<file path="config.mk">
export PLATFORM = sky130hd
export DESIGN_NAME = shs_queue
export DESIGN_NICKNAME = d
export VERILOG_FILES = /design/src/sv/shs_pkg.sv /design/src/sv/shs_queue.sv
export SDC_FILE = /design/constraint.sdc
export NUM_CORES = 1
export LEC_CHECK = 0
export BUFFER_PORTS_ARGS = -buffer_cell sky130_fd_sc_hd__buf_2
export CAP_MARGIN = 40
export CORE_AREA = 2 2 406 408
export DETAILED_ROUTE_END_ITERATION = 10
export DIE_AREA = 0 0 408 410
export PLACE_DENSITY = 0.44
export RECOVER_POWER = 100
export SETUP_SLACK_MARGIN = 0.2
export SLEW_MARGIN = 20
export SYNTH_ARGS = -nofsm -noshare
export SYNTH_HDL_FRONTEND = slang
export SYNTH_SLANG_ARGS = --single-unit
</file>
<file path="constraint.sdc">
create_clock -name clock -period 24.5 [get_ports clock]
set_input_delay 2.45 -clock clock [delete_from_list [all_inputs] [get_ports clock]]
set_output_delay 2.45 -clock clock [all_outputs]
set_load 0.05 [all_outputs]
</file>
<file path="src/sv/shs_pkg.sv">
// Shared types, constants and functions for the SHA-256 stream hasher.
package shs_pkg;

   localparam int BlockBits  = 512;
   localparam int QueueDepth = 2;

   typedef struct packed {
      logic [BlockBits-1:0] block;
      logic                 last;
   } job_type;

   typedef enum logic [0:0] {FRONT_TAKE, FRONT_PAD} front_state_type;

   typedef enum logic [1:0] {CORE_IDLE, CORE_ROUND, CORE_ADD, CORE_EMIT} core_state_type;

   function automatic logic [31:0] init_hash(input logic [2:0] i);
      case (i)
         3'd0: init_hash = 32'h6a09e667;
         3'd1: init_hash = 32'hbb67ae85;
         3'd2: init_hash = 32'h3c6ef372;
         3'd3: init_hash = 32'ha54ff53a;
         3'd4: init_hash = 32'h510e527f;
         3'd5: init_hash = 32'h9b05688c;
         3'd6: init_hash = 32'h1f83d9ab;
         default: init_hash = 32'h5be0cd19;
      endcase
   endfunction

   function automatic logic [31:0] round_k(input logic [5:0] t);
      case (t)
         6'd0:  round_k = 32'h428a2f98;  6'd1:  round_k = 32'h71374491;
         6'd2:  round_k = 32'hb5c0fbcf;  6'd3:  round_k = 32'he9b5dba5;
         6'd4:  round_k = 32'h3956c25b;  6'd5:  round_k = 32'h59f111f1;
         6'd6:  round_k = 32'h923f82a4;  6'd7:  round_k = 32'hab1c5ed5;
         6'd8:  round_k = 32'hd807aa98;  6'd9:  round_k = 32'h12835b01;
         6'd10: round_k = 32'h243185be;  6'd11: round_k = 32'h550c7dc3;
         6'd12: round_k = 32'h72be5d74;  6'd13: round_k = 32'h80deb1fe;
         6'd14: round_k = 32'h9bdc06a7;  6'd15: round_k = 32'hc19bf174;
         6'd16: round_k = 32'he49b69c1;  6'd17: round_k = 32'hefbe4786;
         6'd18: round_k = 32'h0fc19dc6;  6'd19: round_k = 32'h240ca1cc;
         6'd20: round_k = 32'h2de92c6f;  6'd21: round_k = 32'h4a7484aa;
         6'd22: round_k = 32'h5cb0a9dc;  6'd23: round_k = 32'h76f988da;
         6'd24: round_k = 32'h983e5152;  6'd25: round_k = 32'ha831c66d;
         6'd26: round_k = 32'hb00327c8;  6'd27: round_k = 32'hbf597fc7;
         6'd28: round_k = 32'hc6e00bf3;  6'd29: round_k = 32'hd5a79147;
         6'd30: round_k = 32'h06ca6351;  6'd31: round_k = 32'h14292967;
         6'd32: round_k = 32'h27b70a85;  6'd33: round_k = 32'h2e1b2138;
         6'd34: round_k = 32'h4d2c6dfc;  6'd35: round_k = 32'h53380d13;
         6'd36: round_k = 32'h650a7354;  6'd37: round_k = 32'h766a0abb;
         6'd38: round_k = 32'h81c2c92e;  6'd39: round_k = 32'h92722c85;
         6'd40: round_k = 32'ha2bfe8a1;  6'd41: round_k = 32'ha81a664b;
         6'd42: round_k = 32'hc24b8b70;  6'd43: round_k = 32'hc76c51a3;
         6'd44: round_k = 32'hd192e819;  6'd45: round_k = 32'hd6990624;
         6'd46: round_k = 32'hf40e3585;  6'd47: round_k = 32'h106aa070;
         6'd48: round_k = 32'h19a4c116;  6'd49: round_k = 32'h1e376c08;
         6'd50: round_k = 32'h2748774c;  6'd51: round_k = 32'h34b0bcb5;
         6'd52: round_k = 32'h391c0cb3;  6'd53: round_k = 32'h4ed8aa4a;
         6'd54: round_k = 32'h5b9cca4f;  6'd55: round_k = 32'h682e6ff3;
         6'd56: round_k = 32'h748f82ee;  6'd57: round_k = 32'h78a5636f;
         6'd58: round_k = 32'h84c87814;  6'd59: round_k = 32'h8cc70208;
         6'd60: round_k = 32'h90befffa;  6'd61: round_k = 32'ha4506ceb;
         6'd62: round_k = 32'hbef9a3f7;  default: round_k = 32'hc67178f2;
      endcase
   endfunction

endpackage

</file>
<file path="src/sv/shs_queue.sv">
// Short block queue between the front end and the compression core.
module shs_queue import shs_pkg::*; #(
   parameter int DEPTH = QueueDepth
) (
   input  logic    clock,
   input  logic    reset,
   input  logic    push,
   input  job_type push_job,
   output logic    full,
   input  logic    pop,
   output job_type pop_job,
   output logic    empty
);

   localparam int PtrBits = $clog2(DEPTH);
   localparam int CntBits = $clog2(DEPTH + 1);

   job_type              mem_ff [DEPTH];
   logic [PtrBits-1:0]   wr_ff, wr_in, rd_ff, rd_in;
   logic [CntBits-1:0]   cnt_ff, cnt_in;

   always_comb begin
      full    = cnt_ff == CntBits'(DEPTH);
      empty   = cnt_ff == '0;
      pop_job = mem_ff[rd_ff];
      wr_in   = wr_ff;
      rd_in   = rd_ff;
      cnt_in  = cnt_ff;
      if (push)
         wr_in = (wr_ff == PtrBits'(DEPTH - 1)) ? '0 : wr_ff + 1'b1;
      if (pop)
         rd_in = (rd_ff == PtrBits'(DEPTH - 1)) ? '0 : rd_ff + 1'b1;
      if (push && !pop)
         cnt_in = cnt_ff + 1'b1;
      else if (pop && !push)
         cnt_in = cnt_ff - 1'b1;
   end

   always_ff @(posedge clock) begin
      if (reset) begin
         wr_ff  <= '0;
         rd_ff  <= '0;
         cnt_ff <= '0;
      end else begin
         wr_ff  <= wr_in;
         rd_ff  <= rd_in;
         cnt_ff <= cnt_in;
      end
      if (push)
         mem_ff[wr_ff] <= push_job;
   end

endmodule

</file>
==> flow_metrics.tcl <==
set metrics [dict create \
    num-fill-cells 16700 \
    avgSynthCellArea_um2 23.1 \
    drv_cap 23 \
    max_freq_mhz 71.4 \
    finalNetCount 3256 \
    post-cts-setup-buffer-count 0 \
    synth_nets 2136 \
    antenna_found_initial 51 \
    drive_gt1_frac 0.343 \
    period_share 0.571 \
    floorplan.initialDensity 0.229 \
    rr_worst_depth 5 \
    rsz0062_at_grt "no" \
    critPathLaunch "push" \
    required_ns 24.93 \
    synth_top_cell_by_area "edfxtp_1" \
    cts_resized 0 \
    path_cells "clkbuf_1, nor2b_1, clkbuf_1, clkbuf_1, buf_4, buf_16" \
    path_delay_family "buffers and inverters" \
    synthCells 1618 \
    wl_per_cell_um 21.7 \
    cts-root-buf "clkbuf_16" \
    r2r-end "mem_ff[0][33]" \
    dieArea_um2 167000 \
    hold_viol_final 0 \
    gr-total-overflow 0 \
    routed-via-count 19700 \
    crit_path_frequent_cell "clkbuf_1" \
    whs_ns 0.516 \
    fin_ws_ns 10.50 \
    clk_latency_ns 0.74 \
    grt_pass1_vias 20400 \
    dpl.cell_count 4810 \
    clkSinkCount 1031 \
    cts_hold_buf 0 \
    tritoncts "built" \
    drt_drc_violations_left 0 \
    slew_headroom -4.86 \
    pwr_density_cell_nw_per_um2 93.3 \
    cp-end-kind "register" \
    slew_viol_final 1235 \
    place_congestion 0.831 \
    drt_iter0_drc 986 \
    track_usage 0.126 \
    firstDrtPassIters 7 \
    peakVddDrop_mv 0.0599 \
    placed_cell_area_um2 45100 \
    yosys_warnings 0 \
    crit_cells 6 \
    post-place-ws_ns 18.27 \
    clock_path_buffers 3 \
    synth-seq-cells 1031 \
    die_x_um 408 \
    yosysUniqueCellTypes 15 \
    status "finished with violations" \
    synth_top_area_share 0.824 \
    hold_class "register to register" \
    violations "capacitance limit, slew limit" \
    synthesis.area_um2 37400 \
    worst_slew_pin_slew_ns 8.78 \
    reg2reg_setup_slack_ns 12.07 \
    r2r_start "wr_ff" \
    stdcell_count 5029 \
    timing.setup.tns_ns 0 \
    timing.critical_path.to "mem_ff[0][33]" \
    period_minus_slack_ns 14.00 \
    port_buffers 1031 \
    slowest_stage "clkbuf_1" \
    drt_wl_total_mm 109 \
    viasPerCell 3.92 \
    clk_pin_slew_ns 0.06 \
    boundaryPins 1032 \
    setup_viol 0 \
    synthTopCellsByArea "edfxtp_1 (82%), mux2_2 (15%), buf_6 (1.6%), dfxtp_1 (0.27%), buf_2 (0.054%)" \
    arrival_ns 14.43 \
    final.setup_skew_ns 0.0272 \
    grt_first_pass_wirelength_mm 151 \
    p_leak_uw 0.0156 \
    seq_area_frac_synth 0.826 \
    core_region_area_um2 163000 \
    dieHeight_um 410 \
    grt_max_degree 145 \
    path_max_fanout 144 \
    ant_nets 0 \
    max_stage_delay_ns 6.05 \
    area.growth.synth_to_final_pct 27.3 \
    worst-setup-path-type "primary input to register" \
    post-route-cell-area_um2 47600 \
    crit_buf_inv 5 \
    cts_buffers 114 \
    h-tree-depth 3 \
    critPathLaunchType "primary input" \
    rows 149 \
    dp_hpwl_mm 79.2 \
]
## flip-flops by register name, summed over array words and instances, names as in the netlist, named ones only
register and cells:
cnt_ff 2, mem_ff 1026, wr_ff 1, rd_ff 1
## metal layers
metal | up-vias | track usage | wire length, um
li1 | 8769 | - | -
met1 | 9974 | 0.142 | 41600
met2 | 739 | 0.213 | 54500
met3 | 188 | 0.0541 | 10300
met4 | 36 | 0.0414 | 2480
met5 | - | 0 | 214
## where the power goes
group	switching (uW)	total (uW)	internal, uW
registers	22.6	2100	2080
logic	551	713	163
clock network	693	1630	938
total	1270	4440	3180
## how the worst min path moves through the flow
| stage | slack [ns] | start | to | cells after the start |
|---|---|---|---|---|
| 2_1_floorplan | 0.46 | cnt_ff[1] | cnt_ff[1] | 2 |
| 3_3_place_gp | 0.50 | rd_ff | rd_ff | 2 |
| 3_5_place_dp | 0.50 | cnt_ff[1] | cnt_ff[1] | 2 |
| 4_1_cts | 0.52 | cnt_ff[1] | cnt_ff[1] | 2 |
| 5_1_grt | 0.55 | rd_ff | rd_ff | 2 |
| 6_report | 0.52 | cnt_ff[1] | cnt_ff[1] | 2 |
## final cells by class
cell class	count	area [um2]	area share
Clock buffer	154	3020	0.0635
Antenna cell	12	30.0	0.000631
Inverter	1	3.75	0.0000788
Timing Repair Buffer	1061	4500	0.0946
Sequential cell	1031	30900	0.649
Multi-Input combinational cell	529	5880	0.123
Clock inverter	52	522	0.0110
Tap cell	2189	2740	0.0575
## cell usage in the layout (no fill, tap or decap)
cell type / n
inv_1: 1
buf_4: 1
mux2_2: 453
inv_8: 1
clkinvlp_4: 4
edfxtp_1: 1026
buf_16: 2
or3_1: 1
clkbuf_8: 2
clkinv_2: 16
xor2_1: 2
mux2_1: 60
buf_2: 361
clkbuf_1: 733
buf_1: 1
bufinv_16: 7
nor2b_1: 2
clkinv_8: 3
clkbuf_16: 114
inv_6: 3
ha_1: 1
clkinv_1: 15
xnor2_1: 2
o21ai_0: 1
nor2_1: 5
dfxtp_1: 5
and2_0: 1
clkinv_4: 1
buf_12: 1
inv_16: 1
diode_2: 12
a21oi_1: 1
clkinv_16: 1
## cells by family (layout without fill, tap and decap cells)
kind of cell             Yosys count  after routing  share of synthesized area
AO/OA/AOI/OAI                      2              2                   0.000267
other                              0             12                          0
multiplexers                     513            513                      0.154
flip-flops                      1031           1031                      0.826
adder cells (fa/ha/maj)            1              1                   0.000334
XOR/XNOR                           4              4                   0.000937
AND/OR/NAND/NOR                    9              9                    0.00117
buffers and inverters             58           1268                     0.0166
## worst register-to-register path: stages (launching register included)
cell      delay, ns
dfxtp_1        0.33
nor2b_1        1.65
clkbuf_1       6.06
clkbuf_1       2.96
buf_4          0.79
buf_16         0.32
## synthesized netlist by cell type, drive strengths merged
library cell	n
and2	1
dfxtp	5
o21ai	1
mux2	513
nor2	5
inv	1
or3	1
nor2b	2
ha	1
buf	57
edfxtp	1026
a21oi	1
xnor2	2
xor2	2
## stage by stage
| stage | power, uW | util |
|---|---|---|
| detailed placement | 2880 | 0.276 |
| global placement | 2870 | 0.275 |
| floorplan | 2700 | - |
| global route | 4610 | 0.291 |
| CTS | 4530 | 0.298 |
| finish | 4440 | 0.291 |
Note: power is estimated with default switching activity, not from simulation.
