[src/sv/shs_pkg.sv]
// Shared types, constants and functions for the SHA-256 stream hasher.
package shs_pkg;

   localparam int BlockBits  = 512;
   localparam int QueueDepth = 2;

   typedef struct packed {
      logic [BlockBits-1:0] block;
      logic                 last;
   } job_type;

   typedef enum logic [0:0] {FRONT_TAKE, FRONT_PAD} front_state_type;

   typedef enum logic [1:0] {CORE_IDLE, CORE_ROUND, CORE_ADD, CORE_EMIT} core_state_type;

   function automatic logic [31:0] init_hash(input logic [2:0] i);
      case (i)
         3'd0: init_hash = 32'h6a09e667;
         3'd1: init_hash = 32'hbb67ae85;
         3'd2: init_hash = 32'h3c6ef372;
         3'd3: init_hash = 32'ha54ff53a;
         3'd4: init_hash = 32'h510e527f;
         3'd5: init_hash = 32'h9b05688c;
         3'd6: init_hash = 32'h1f83d9ab;
         default: init_hash = 32'h5be0cd19;
      endcase
   endfunction

   function automatic logic [31:0] round_k(input logic [5:0] t);
      case (t)
         6'd0:  round_k = 32'h428a2f98;  6'd1:  round_k = 32'h71374491;
         6'd2:  round_k = 32'hb5c0fbcf;  6'd3:  round_k = 32'he9b5dba5;
         6'd4:  round_k = 32'h3956c25b;  6'd5:  round_k = 32'h59f111f1;
         6'd6:  round_k = 32'h923f82a4;  6'd7:  round_k = 32'hab1c5ed5;
         6'd8:  round_k = 32'hd807aa98;  6'd9:  round_k = 32'h12835b01;
         6'd10: round_k = 32'h243185be;  6'd11: round_k = 32'h550c7dc3;
         6'd12: round_k = 32'h72be5d74;  6'd13: round_k = 32'h80deb1fe;
         6'd14: round_k = 32'h9bdc06a7;  6'd15: round_k = 32'hc19bf174;
         6'd16: round_k = 32'he49b69c1;  6'd17: round_k = 32'hefbe4786;
         6'd18: round_k = 32'h0fc19dc6;  6'd19: round_k = 32'h240ca1cc;
         6'd20: round_k = 32'h2de92c6f;  6'd21: round_k = 32'h4a7484aa;
         6'd22: round_k = 32'h5cb0a9dc;  6'd23: round_k = 32'h76f988da;
         6'd24: round_k = 32'h983e5152;  6'd25: round_k = 32'ha831c66d;
         6'd26: round_k = 32'hb00327c8;  6'd27: round_k = 32'hbf597fc7;
         6'd28: round_k = 32'hc6e00bf3;  6'd29: round_k = 32'hd5a79147;
         6'd30: round_k = 32'h06ca6351;  6'd31: round_k = 32'h14292967;
         6'd32: round_k = 32'h27b70a85;  6'd33: round_k = 32'h2e1b2138;
         6'd34: round_k = 32'h4d2c6dfc;  6'd35: round_k = 32'h53380d13;
         6'd36: round_k = 32'h650a7354;  6'd37: round_k = 32'h766a0abb;
         6'd38: round_k = 32'h81c2c92e;  6'd39: round_k = 32'h92722c85;
         6'd40: round_k = 32'ha2bfe8a1;  6'd41: round_k = 32'ha81a664b;
         6'd42: round_k = 32'hc24b8b70;  6'd43: round_k = 32'hc76c51a3;
         6'd44: round_k = 32'hd192e819;  6'd45: round_k = 32'hd6990624;
         6'd46: round_k = 32'hf40e3585;  6'd47: round_k = 32'h106aa070;
         6'd48: round_k = 32'h19a4c116;  6'd49: round_k = 32'h1e376c08;
         6'd50: round_k = 32'h2748774c;  6'd51: round_k = 32'h34b0bcb5;
         6'd52: round_k = 32'h391c0cb3;  6'd53: round_k = 32'h4ed8aa4a;
         6'd54: round_k = 32'h5b9cca4f;  6'd55: round_k = 32'h682e6ff3;
         6'd56: round_k = 32'h748f82ee;  6'd57: round_k = 32'h78a5636f;
         6'd58: round_k = 32'h84c87814;  6'd59: round_k = 32'h8cc70208;
         6'd60: round_k = 32'h90befffa;  6'd61: round_k = 32'ha4506ceb;
         6'd62: round_k = 32'hbef9a3f7;  default: round_k = 32'hc67178f2;
      endcase
   endfunction

endpackage

[src/sv/shs_core.sv]
// Compression core: one SHA-256 round per cycle, then the hash update and, after a message's last block, digest output.
module shs_core import shs_pkg::*; (
   input  logic        clock,
   input  logic        reset,
   input  logic        q_empty,
   output logic        pop,
   input  job_type     pop_job,
   output logic        rsp_valid,
   input  logic        rsp_stall,
   output logic [31:0] rsp_digest_word,
   output logic [2:0]  rsp_word_index,
   output logic        rsp_last_word
);

   core_state_type state_ff, state_in;
   logic [31:0]    hash_ff [8];
   logic [31:0]    hash_in [8];
   logic [31:0]    v_ff [8];
   logic [31:0]    v_in [8];
   logic [31:0]    w_ff [16];
   logic [31:0]    w_in [16];
   logic [5:0]     round_ff, round_in;
   logic           last_ff, last_in;
   logic [2:0]     idx_ff, idx_in;

   always_ff @(posedge clock) begin
      if (reset) begin
         state_ff <= CORE_IDLE;
         idx_ff   <= '0;
         for (int i = 0; i < 8; i++)
            hash_ff[i] <= init_hash(3'(i));
      end else begin
         state_ff <= state_in;
         idx_ff   <= idx_in;
         hash_ff  <= hash_in;
      end
      v_ff     <= v_in;
      w_ff     <= w_in;
      round_ff <= round_in;
      last_ff  <= last_in;
   end

   logic [31:0] s0, s1, big0, big1, ch, maj, t1, t2, wn;

   always_comb begin
      state_in = state_ff;
      hash_in  = hash_ff;
      v_in     = v_ff;
      w_in     = w_ff;
      round_in = round_ff;
      last_in  = last_ff;
      idx_in   = idx_ff;
      pop      = 1'b0;
      rsp_valid       = state_ff == CORE_EMIT;
      rsp_digest_word = hash_ff[idx_ff];
      rsp_word_index  = idx_ff;
      rsp_last_word   = idx_ff == 3'd7;

      s0   = {w_ff[1][6:0], w_ff[1][31:7]} ^ {w_ff[1][17:0], w_ff[1][31:18]} ^
             (w_ff[1] >> 3);
      s1   = {w_ff[14][16:0], w_ff[14][31:17]} ^ {w_ff[14][18:0], w_ff[14][31:19]} ^
             (w_ff[14] >> 10);
      wn   = s1 + w_ff[9] + s0 + w_ff[0];
      big1 = {v_ff[4][5:0], v_ff[4][31:6]} ^ {v_ff[4][10:0], v_ff[4][31:11]} ^
             {v_ff[4][24:0], v_ff[4][31:25]};
      ch   = (v_ff[4] & v_ff[5]) ^ (~v_ff[4] & v_ff[6]);
      t1   = v_ff[7] + big1 + ch + round_k(round_ff) + w_ff[0];
      big0 = {v_ff[0][1:0], v_ff[0][31:2]} ^ {v_ff[0][12:0], v_ff[0][31:13]} ^
             {v_ff[0][21:0], v_ff[0][31:22]};
      maj  = (v_ff[0] & v_ff[1]) ^ (v_ff[0] & v_ff[2]) ^ (v_ff[1] & v_ff[2]);
      t2   = big0 + maj;

      case (state_ff)
         CORE_IDLE: begin
            if (!q_empty) begin
               pop = 1'b1;
               for (int j = 0; j < 16; j++)
                  w_in[j] = pop_job.block[BlockBits-1-32*j -: 32];
               v_in     = hash_ff;
               last_in  = pop_job.last;
               round_in = '0;
               state_in = CORE_ROUND;
            end
         end
         CORE_ROUND: begin
            for (int j = 0; j < 15; j++)
               w_in[j] = w_ff[j+1];
            w_in[15] = wn;
            v_in[7] = v_ff[6];
            v_in[6] = v_ff[5];
            v_in[5] = v_ff[4];
            v_in[4] = v_ff[3] + t1;
            v_in[3] = v_ff[2];
            v_in[2] = v_ff[1];
            v_in[1] = v_ff[0];
            v_in[0] = t1 + t2;
            round_in = round_ff + 1'b1;
            if (round_ff == 6'd63)
               state_in = CORE_ADD;
         end
         CORE_ADD: begin
            for (int i = 0; i < 8; i++)
               hash_in[i] = hash_ff[i] + v_ff[i];
            idx_in   = '0;
            state_in = last_ff ? CORE_EMIT : CORE_IDLE;
         end
         CORE_EMIT: begin
            if (!rsp_stall) begin
               idx_in = idx_ff + 1'b1;
               if (idx_ff == 3'd7) begin
                  for (int i = 0; i < 8; i++)
                     hash_in[i] = init_hash(3'(i));
                  state_in = CORE_IDLE;
               end
            end
         end
         default: state_in = CORE_IDLE;
      endcase
   end

endmodule

[config.mk]
export PLATFORM = sky130hd
export DESIGN_NAME = shs_core
export DESIGN_NICKNAME = d
export VERILOG_FILES = /design/src/sv/shs_pkg.sv /design/src/sv/shs_core.sv
export SDC_FILE = /design/constraint.sdc
export NUM_CORES = 2
export LEC_CHECK = 0
export BUFFER_PORTS_ARGS = -buffer_cell sky130_fd_sc_hd__buf_2
export CELL_PAD_IN_SITES_DETAIL_PLACEMENT = 1
export CELL_PAD_IN_SITES_GLOBAL_PLACEMENT = 2
export CORE_ASPECT_RATIO = 0.75
export CORE_MARGIN = 3
export CORE_UTILIZATION = 41
export CTS_CLUSTER_SIZE = 24
export DETAILED_ROUTE_END_ITERATION = 16
export PLACE_DENSITY_LB_ADDON = 0.08
export SETUP_SLACK_MARGIN = 0.3
export SYNTH_ARGS = -nofsm -noshare
export SYNTH_HDL_FRONTEND = slang
export SYNTH_SLANG_ARGS = --single-unit
[constraint.sdc]
create_clock -name clock -period 30.8 [get_ports clock]
set_input_delay 4.62 -clock clock [delete_from_list [all_inputs] [get_ports clock]]
set_output_delay 4.62 -clock clock [all_outputs]
set_load 0.005 [all_outputs]
==> run metrics <==
Period Utilization, post-route=0.3273; GRT Total Usage=0.3228; Synth Register Bits=1,068; DR pass1 iterations=6; Crit. End Element=flop; area grow syn2layout=12.77%; CP required=31.31 ns; gr ovfl total=0; Max FO, Critical Path=6; Setup CP Type=flop to flop; std cell rows=131; CTS-repair resized insts=0; Worst-Skew Late Latency=0.79 ns; antenna violations before repair=60; CTS tree=built; first-pass GRT wire length=423,900 µm; commonest cells after routing, fill and taps aside=2,405 x nand2_1, 775 x edfxtp_1, 553 x buf_2, 431 x inv_1, 391 x ha_1; sequential area share after synthesis=0.4111; WL/cell=27.82 µm; hold crit path type=flop to flop; Final Setup Violations=0; CP Launch Type=flop; largest net degree at the start of global routing=206; Die ar.=178,000 µm²; M1 WL=141,000 µm; met3 routed WL=23,510 µm; Die Span X=486.1 µm; H-tree level count=3; Core Box Area=171,000 µm²; vias in the first global route=59,843; Largest stage delay, worst path=1.03 ns; Mapped Cells=7,911; Die H=366.1 µm; Clock Tree Buf Depth=3; outcome=finished, final reports clean; Num CTS Buffers=119; Unique masters post-synth=90; Buffers on Ports=554; syn_nets=9,014; root buffer cell=clkbuf_16; Initial Utilization=0.4146; commonest non-fill, non-tap cell in the layout=nand2_1; CTS hold repair buffers=0; GP Congestion=0.9382; post-route non-filler standard cell count=10,650; hold path cells=2; Layout Skew=0.05760 ns; clock sinks=1,068; Initial DRC Count=6,180; fin. max-slew vios=0; mapped cell area=70,880 µm²; fin nets=9,361; DRT antenna net count=0; vias per inst=5.732; total number of vias=61,048; Syn. warnings=0; FMAX=99.21 MHz; DRC=0; Min Hold Slack=0.4796 ns; max-cap violation count=0; placed cells=10,398; R2R cell count=33; Slew @ Worst Pin=1.345 ns; clock period minus worst slack=10.08 ns; clk slew on worst S/H paths=0.06 ns; CP max stage cell=a2111oi_0; total negative slack=0 ns; crit path DAT=10.59 ns; layout cells sized above 1=0.1156; Slew HR=0.09355; highest routed metal layer=met5; HPWL Detailed=224,400 µm; Synth Flop Type=edfxtp_1; RSZ-0062 raised after global routing=false; DR WL met2=125,100 µm; fraction of registers with async set/reset=0; WL final=296,300 µm; I/O pin cnt=555; Mean Syn Cell Area=8.960 µm²; Fillers=19,825; fin util=0.4676; Final Hold Fails=0; post-CTS setup buffer count=0; EDFF count, synth=775
-- layer usage --
metal / global-route usage / vias up
li1: - / 27789
met3: 0.05796 / 336
met4: 0.06810 / 4
met5: 0 / -
met1: 0.4986 / 30834
met2: 0.4663 / 2085
-- critical path: cells and delay by family, from the launching register on --
family                     cells  cell delay (ns)
AOI/OAI and AO/OA             13             3.85
adders and majority gates      6             2.61
and+or+nand+nor                6             1.28
xor gates and xnor gates       5             1.16
DFF                            1             0.75
buffers and inverters          3             0.17
-- sequential cells by signal (all words and copies together) (netlist names), named ones only --
name            count
v_ff              256
rsp_word_index      3
hash_ff           256
round_ff            6
state_ff            2
w_ff              512
last_ff             1
-- final timing paths --
path,slack [ns],end,start
max,20.72,v_ff[255]$_DFFE_PP_,v_ff[123]$_DFFE_PP_
min,0.48,w_ff[60]$_DFFE_PP_,w_ff[28]$_DFFE_PP_
max reg2reg,20.72,v_ff[255]$_DFFE_PP_,v_ff[123]$_DFFE_PP_
min reg2reg,0.48,w_ff[60]$_DFFE_PP_,w_ff[28]$_DFFE_PP_
-- through the flow --
step / instance area (µm²) / setup slack, ns
final: 79930 / 20.72
after global routing: 79910 / 20.53
after CTS: 79860 / 20.90
after detailed placement: 75720 / 20.91
after global placement: 75720 / 20.91
after floorplan: 70880 / 9.656
-- cells by family after synthesis --
kind of cell,after synthesis,synth area share
AO/OA/AOI/OAI,1544,0.1360
XOR/XNOR,579,0.07154
adder cells (fa/ha/maj),607,0.1271
buffers and inverters,838,0.04461
flip-flops,1068,0.4111
multiplexers,132,0.03119
AND/OR/NAND/NOR,3143,0.1785
-- final cells by class --
type	count	area, µm²	area share
multi-input combinational	6005	38690	0.4840
sequential	1068	29150	0.3646
timing repair buffer	627	3398	0.04251
clock buffer	160	3253	0.04070
tap	2261	2829	0.03539
inverter	437	1653	0.02068
clock inverter	65	893.4	0.01118
antenna	27	67.56	0.0008453
-- synth_stat cells (all sizes together), types with 10 or more instances --
cell type  instances  area [µm²]
nand2           2409        9042
edfxtp           775       23270
inv              435        1633
o21ai            421        2107
ha               391        4892
a21oi            389        1947
clkbuf           364        1368
xnor2            350        3065
nor2             341        1280
dfxtp            293        5866
xor2             229        2006
fa               195        3904
a21o             189        1419
o22ai             87       544.3
nand3             79       395.4
nor3              78       390.4
nand2b            68       427.9
mux4              65        1464
a22oi             63       473.0
mux2              61       686.9
o21a              57       429.2
a211oi            51       382.9
a31oi             42       269.0
nor2b             41       264.0
o21bai            40       300.3
buf               36       145.1
nand4             34       212.7
and3              33       206.5
o211ai            28       210.2
maj3              21       210.2
o31ai             20       150.1
a221oi            16       140.1
or3               15       93.84
o311ai            14       122.6
o221ai            13       113.9
o31a              11       96.34
a22o              10       87.58
Power is not shown: default switching activity piles up to over one toggle a cycle in this logic, so the estimate is an artifact.
