===== config.mk =====
export PLATFORM = sky130hd
export DESIGN_NAME = shs_front
export DESIGN_NICKNAME = d
export VERILOG_FILES = /design/src/sv/shs_pkg.sv /design/src/sv/shs_front.sv
export SDC_FILE = /design/constraint.sdc
export NUM_CORES = 1
export LEC_CHECK = 0
export BUFFER_PORTS_ARGS = -buffer_cell sky130_fd_sc_hd__buf_4
export CORE_MARGIN = 5
export CORE_UTILIZATION = 58
export CTS_CLUSTER_SIZE = 24
export DETAILED_ROUTE_END_ITERATION = 10
export PLACE_DENSITY_LB_ADDON = 0.3
export SLEW_MARGIN = 20
export SYNTH_ARGS = -nofsm -noshare
export SYNTH_HDL_FRONTEND = slang
export SYNTH_SLANG_ARGS = --single-unit

===== constraint.sdc =====
create_clock -name clock -period 29.7 [get_ports clock]
set_input_delay 4.455 -clock clock [delete_from_list [all_inputs] [get_ports clock]]
set_output_delay 4.455 -clock clock [all_outputs]
set_load 0.02 [all_outputs]

===== src/sv/shs_pkg.sv =====
// Shared types, constants and functions for the SHA-256 stream hasher.
package shs_pkg;

   localparam int BlockBits  = 512;
   localparam int QueueDepth = 2;

   typedef struct packed {
      logic [BlockBits-1:0] block;
      logic                 last;
   } job_type;

   typedef enum logic [0:0] {FRONT_TAKE, FRONT_PAD} front_state_type;

   typedef enum logic [1:0] {CORE_IDLE, CORE_ROUND, CORE_ADD, CORE_EMIT} core_state_type;

   function automatic logic [31:0] init_hash(input logic [2:0] i);
      case (i)
         3'd0: init_hash = 32'h6a09e667;
         3'd1: init_hash = 32'hbb67ae85;
         3'd2: init_hash = 32'h3c6ef372;
         3'd3: init_hash = 32'ha54ff53a;
         3'd4: init_hash = 32'h510e527f;
         3'd5: init_hash = 32'h9b05688c;
         3'd6: init_hash = 32'h1f83d9ab;
         default: init_hash = 32'h5be0cd19;
      endcase
   endfunction

   function automatic logic [31:0] round_k(input logic [5:0] t);
      case (t)
         6'd0:  round_k = 32'h428a2f98;  6'd1:  round_k = 32'h71374491;
         6'd2:  round_k = 32'hb5c0fbcf;  6'd3:  round_k = 32'he9b5dba5;
         6'd4:  round_k = 32'h3956c25b;  6'd5:  round_k = 32'h59f111f1;
         6'd6:  round_k = 32'h923f82a4;  6'd7:  round_k = 32'hab1c5ed5;
         6'd8:  round_k = 32'hd807aa98;  6'd9:  round_k = 32'h12835b01;
         6'd10: round_k = 32'h243185be;  6'd11: round_k = 32'h550c7dc3;
         6'd12: round_k = 32'h72be5d74;  6'd13: round_k = 32'h80deb1fe;
         6'd14: round_k = 32'h9bdc06a7;  6'd15: round_k = 32'hc19bf174;
         6'd16: round_k = 32'he49b69c1;  6'd17: round_k = 32'hefbe4786;
         6'd18: round_k = 32'h0fc19dc6;  6'd19: round_k = 32'h240ca1cc;
         6'd20: round_k = 32'h2de92c6f;  6'd21: round_k = 32'h4a7484aa;
         6'd22: round_k = 32'h5cb0a9dc;  6'd23: round_k = 32'h76f988da;
         6'd24: round_k = 32'h983e5152;  6'd25: round_k = 32'ha831c66d;
         6'd26: round_k = 32'hb00327c8;  6'd27: round_k = 32'hbf597fc7;
         6'd28: round_k = 32'hc6e00bf3;  6'd29: round_k = 32'hd5a79147;
         6'd30: round_k = 32'h06ca6351;  6'd31: round_k = 32'h14292967;
         6'd32: round_k = 32'h27b70a85;  6'd33: round_k = 32'h2e1b2138;
         6'd34: round_k = 32'h4d2c6dfc;  6'd35: round_k = 32'h53380d13;
         6'd36: round_k = 32'h650a7354;  6'd37: round_k = 32'h766a0abb;
         6'd38: round_k = 32'h81c2c92e;  6'd39: round_k = 32'h92722c85;
         6'd40: round_k = 32'ha2bfe8a1;  6'd41: round_k = 32'ha81a664b;
         6'd42: round_k = 32'hc24b8b70;  6'd43: round_k = 32'hc76c51a3;
         6'd44: round_k = 32'hd192e819;  6'd45: round_k = 32'hd6990624;
         6'd46: round_k = 32'hf40e3585;  6'd47: round_k = 32'h106aa070;
         6'd48: round_k = 32'h19a4c116;  6'd49: round_k = 32'h1e376c08;
         6'd50: round_k = 32'h2748774c;  6'd51: round_k = 32'h34b0bcb5;
         6'd52: round_k = 32'h391c0cb3;  6'd53: round_k = 32'h4ed8aa4a;
         6'd54: round_k = 32'h5b9cca4f;  6'd55: round_k = 32'h682e6ff3;
         6'd56: round_k = 32'h748f82ee;  6'd57: round_k = 32'h78a5636f;
         6'd58: round_k = 32'h84c87814;  6'd59: round_k = 32'h8cc70208;
         6'd60: round_k = 32'h90befffa;  6'd61: round_k = 32'ha4506ceb;
         6'd62: round_k = 32'hbef9a3f7;  default: round_k = 32'hc67178f2;
      endcase
   endfunction

endpackage


===== src/sv/shs_front.sv =====
// Front end: gathers message bytes into blocks, appends padding and length.
module shs_front import shs_pkg::*; (
   input  logic    clock,
   input  logic    reset,
   input  logic    req_valid,
   output logic    req_stall,
   input  logic [7:0] req_data_byte,
   input  logic    req_has_byte,
   input  logic    req_end_of_message,
   input  logic    q_full,
   output logic    push,
   output job_type push_job
);

   front_state_type      state_ff, state_in;
   logic [5:0]           fill_ff, fill_in;
   logic [63:0]          bits_ff, bits_in;
   logic [BlockBits-1:0] buf_ff, buf_in;
   logic [63:0]          pad_len_ff, pad_len_in;
   logic                 pad_mark_ff, pad_mark_in;

   always_ff @(posedge clock) begin
      if (reset) begin
         state_ff <= FRONT_TAKE;
         fill_ff  <= '0;
         bits_ff  <= '0;
      end else begin
         state_ff <= state_in;
         fill_ff  <= fill_in;
         bits_ff  <= bits_in;
      end
      buf_ff      <= buf_in;
      pad_len_ff  <= pad_len_in;
      pad_mark_ff <= pad_mark_in;
   end

   logic                 take;
   logic [BlockBits-1:0] cur;
   logic [6:0]           nfill;
   logic [63:0]          nbits;
   logic [BlockBits-1:0] pad;

   always_comb begin
      state_in    = state_ff;
      fill_in     = fill_ff;
      bits_in     = bits_ff;
      buf_in      = buf_ff;
      pad_len_in  = pad_len_ff;
      pad_mark_in = pad_mark_ff;
      push        = 1'b0;
      push_job    = '0;
      req_stall   = !(state_ff == FRONT_TAKE && !q_full);
      take        = req_valid && !req_stall;

      cur = buf_ff;
      for (int b = 0; b < 64; b++) begin
         if (req_has_byte && fill_ff == 6'(b))
            cur[BlockBits-1-8*b -: 8] = req_data_byte;
      end
      nfill = {1'b0, fill_ff} + {6'd0, req_has_byte};
      nbits = bits_ff + (req_has_byte ? 64'd8 : 64'd0);

      pad = '0;
      for (int b = 0; b < 64; b++) begin
         if (7'(b) < nfill)
            pad[BlockBits-1-8*b -: 8] = cur[BlockBits-1-8*b -: 8];
         else if (7'(b) == nfill)
            pad[BlockBits-1-8*b -: 8] = 8'h80;
      end
      if (nfill <= 7'd55)
         pad[63:0] = nbits;

      case (state_ff)
         FRONT_TAKE: begin
            if (take) begin
               buf_in = cur;
               if (nfill[6]) begin
                  push           = 1'b1;
                  push_job.block = cur;
                  push_job.last  = 1'b0;
                  fill_in        = '0;
                  bits_in        = nbits;
                  if (req_end_of_message) begin
                     state_in    = FRONT_PAD;
                     pad_mark_in = 1'b1;
                     pad_len_in  = nbits;
                     bits_in     = '0;
                  end
               end else begin
                  fill_in = nfill[5:0];
                  bits_in = nbits;
                  if (req_end_of_message) begin
                     push           = 1'b1;
                     push_job.block = pad;
                     fill_in        = '0;
                     bits_in        = '0;
                     if (nfill <= 7'd55) begin
                        push_job.last = 1'b1;
                     end else begin
                        push_job.last = 1'b0;
                        state_in      = FRONT_PAD;
                        pad_mark_in   = 1'b0;
                        pad_len_in    = nbits;
                     end
                  end
               end
            end
         end
         FRONT_PAD: begin
            if (!q_full) begin
               push                              = 1'b1;
               push_job.block[63:0]              = pad_len_ff;
               push_job.block[BlockBits-1 -: 8]  = pad_mark_ff ? 8'h80 : 8'h00;
               push_job.last                     = 1'b1;
               state_in                          = FRONT_TAKE;
            end
         end
         default: state_in = FRONT_TAKE;
      endcase
   end

endmodule


==> impl_results.md <==
- Mapped Cells: approximately 2800
- Met3 Usage GRT: 7.55%
- Hold Path Cell Cnt: 2
- Die area: 63000 sq um
- Synth cell count leaders: 574 x edfxtp_1, 483 x mux2_2, 288 x and3_1
- Worst vdd ir: ~0.043 mV
- Yosys warns: 0
- Die Height: about 250 um
- # rows: 88
- Total Power: ~0.0019 W
- Tightest Pin Transition: 1.21 ns
- RR Startpoint: fill_ff[0]
- CP startpoint kind: input pin
- IO Pins: roughly 530
- Hold Crit Class: register to register
- Avg Inst Size Synth: around 12 sq um
- Int Pwr: roughly 0.0015 W
- Drt pass-1 iters: 6
- Switch share: approximately 22%
- Number of synthesized flops with an enable pin: 574
- Layout Nets: around 3300
- Number of global-route vias before repair: about 26000
- Critical Path RT: approximately 25 ns
- Cts hold-fix bufs: 0
- Final Hold Vio Count: 0
- Period utilization: roughly 45%
- Area leader, netlist: edfxtp_1
- MaxCap Viol Count: 0
- Overflow after GRT: 0
- Resize count post-CTS: 0
- CTS tree: done
- ANT cells: 0
- Clock skew: 0.0168 ns
- CP max stage delay: roughly 0.90 ns
- Final Worst Setup Slack: about 16 ns
- Clk buf depth: 3
- Setup TNS Final: 0 ns
- Clk Latency, worst-skew pair: approximately 0.6 ns
- Sw Pwr: about 0.00043 W
- Max_slew headroom: between 10% and 20%
- Clock sink total: between 600 and 700
- DRT Wirelength: 115 mm
- Ranking of synthesized cells by area: edfxtp_1 51%, mux2_2 16%, and3_1 5.3%
- Width of the chip: around 250 um
- Detailed Place HPWL: between 70 and 80 mm
- Reg2reg end: pad_len_ff[60]
- GRT met2 Usage: between 50% and 60%
- Critical path peak fanout: 25
- Post-route ant nets: 0
- Sequential power share: between 50% and 60%
- Starting density of the core: around three fifths
- FFs w/ async S/R, synth: 0%
- Status: completed
- Initial DRC count: ~3200
- Critical path capture point type: primary output
- Worst setup path startpoint: req_has_byte
- Area growth, synth to finish: 19.8%
- Reg clk slew, reported paths: about 0.060 ns
- Combinational Power Share: ~4.7%
- Routed vias: about 27000
- Final Setup Violations: 0
- Fillcell total: 4101
- Syn Std Cell Area: 33700 sq um
- Floorplan core area: 57600 sq um
- Minimum clock period: 13.31 ns
- Synth Register Bits: 642
- Sequential share of the synthesized area: a little under three fifths
- Worst setup path endpoint: push_job[493]
- Pwr dens: around 48 nW/um^2
- Initial antenna violation count: 2
- Wire per inst: about 28 um
- CP arrival: between 8 and 9 ns
- Setup slack, reg-to-reg: approximately 25 ns
- Cts bufs inserted: 69
- Share of layout cells above drive strength 1: a little over a third
- Most common cell on crit path: buf_4
- Worst path slowest cell: nor4_4
- Setup bufs post-CTS: 0
- Max Slew Vio Count: 0
- Hold WS: 0.489 ns
- Routing usage on met1: ~44%
- Leakage power total: around 16 nW
- Distinct cells, synth: 80
- Top-count cell post-synth: edfxtp_1
- RSZ-0062 raised after global routing: no
- Post-synth top area share: around half
- Busiest grt layer: met2
- Predominant post-synthesis flop cell: edfxtp_1
- Peak Freq: 75.1 MHz
- Worst reg-to-reg path cell count: 8
- CTS Root Cell: clkbuf_16
- DRC: 0
- Syn Nets: approximately 2800
- Gpl congestion: ~0.95
- Count of input and output buffers: between 500 and 600
- # H-tree levels: 3
- Via density: 6.56
- Final Util: between 70% and 80%
- Setup Crit Path Kind: input pin to primary output
- Pin count of the biggest net entering global routing: ~120
- First-pass GRT wire length: between 150 and 200 mm
- Setup Slack @ Placement: between 15 and 20 ns
- Crit-path cells: buf_4, ha_1, nand3_1, or2_2, inv_1, nor4_4, nand2_1, o21ai_0, nor2b_1, buf_4
- Clk pwr share: 42.7%
- GRT Total Usage: between 30% and 40%
[stage by stage]
stage / area [sq um] / instances
2_1_floorplan: 33700 / 2790
3_3_place_gp: 38200 / 3931
3_5_place_dp: 38200 / 3931
4_1_cts: 40300 / 4055
5_1_grt: 40300 / 4055
6_report: 40300 / 4055
[flip-flops by register name, summed over array words and instances (netlist names)]
| name | cells |
|---|---|
| fill_ff | 6 |
| state_ff | 1 |
| pad_mark_ff | 1 |
| buf_ff | 512 |
| pad_len_ff | 61 |
| bits_ff | 61 |
[per-layer routing]
layer | vias up | wire length, um
li1 | 11400 | -
met1 | 13200 | 42500
met2 | 1646 | 55200
met3 | 324 | 11100
met4 | 2 | 6220
met5 | - | 20
[layout make-up]
type,instances,area (sq um),share of cell area [%]
Timing Repair Buffer,566,4250,10.5
Clock inverter,28,181,0.450
Multi-Input combinational cell,1906,14200,35.2
Clock buffer,96,1930,4.79
Sequential cell,642,18600,46.1
Inverter,52,203,0.503
Tap cell,765,957,2.37
[cells by family after synthesis]
group / after synthesis / synth area share [%]
AO/OA/AOI/OAI: 380 / 7.58
XOR/XNOR: 70 / 1.82
adder cells (fa/ha/maj): 4 / 0.149
buffers and inverters: 242 / 2.83
flip-flops: 642 / 55.2
multiplexers: 509 / 16.9
AND/OR/NAND/NOR: 943 / 15.5
[critical path: cells and delay by family]
| family | cells | cell delay [ns] |
|---|---|---|
| adders and majority gates | 1 | 0.47 |
| and+or+nand+nor | 5 | 2.11 |
| buffers and inverters | 3 | 0.89 |
| AOI/OAI and AO/OA | 1 | 0.89 |
[power by group through the flow]
stage                     clock (W)  combinational, W  sequential, W
after floorplan                   0         0.0000570        0.00105
after detailed placement          0         0.0000871        0.00104
after CTS                  0.000831         0.0000876        0.00102
after global placement            0         0.0000840        0.00103
after global routing       0.000869         0.0000940        0.00102
final                      0.000826         0.0000899        0.00102
[cell usage in the layout, fill, tap and decap left out, types with 23 or more instances in the layout]
cell,n
and3_1,288
nor2b_1,110
nand3_1,56
nor3_1,25
nor2_1,112
nand2_1,201
edfxtp_1,574
a22oi_1,45
clkbuf_16,72
o21ai_0,77
mux2i_1,26
a21oi_1,83
inv_1,50
buf_4,565
and2_1,23
dfxtp_1,68
xor2_1,33
mux2_2,483
xnor2_1,37
[worst min path at each step]
stage / startpoint / to / slack, ns
CTS: bits_ff[44] / bits_ff[44] / 0.49
global placement: bits_ff[44] / bits_ff[44] / 0.46
finish: bits_ff[44] / bits_ff[44] / 0.49
detailed placement: bits_ff[44] / bits_ff[44] / 0.48
global route: bits_ff[44] / bits_ff[44] / 0.51
floorplan: bits_ff[44] / bits_ff[44] / 0.45
(Power assumes the default switching activity.)
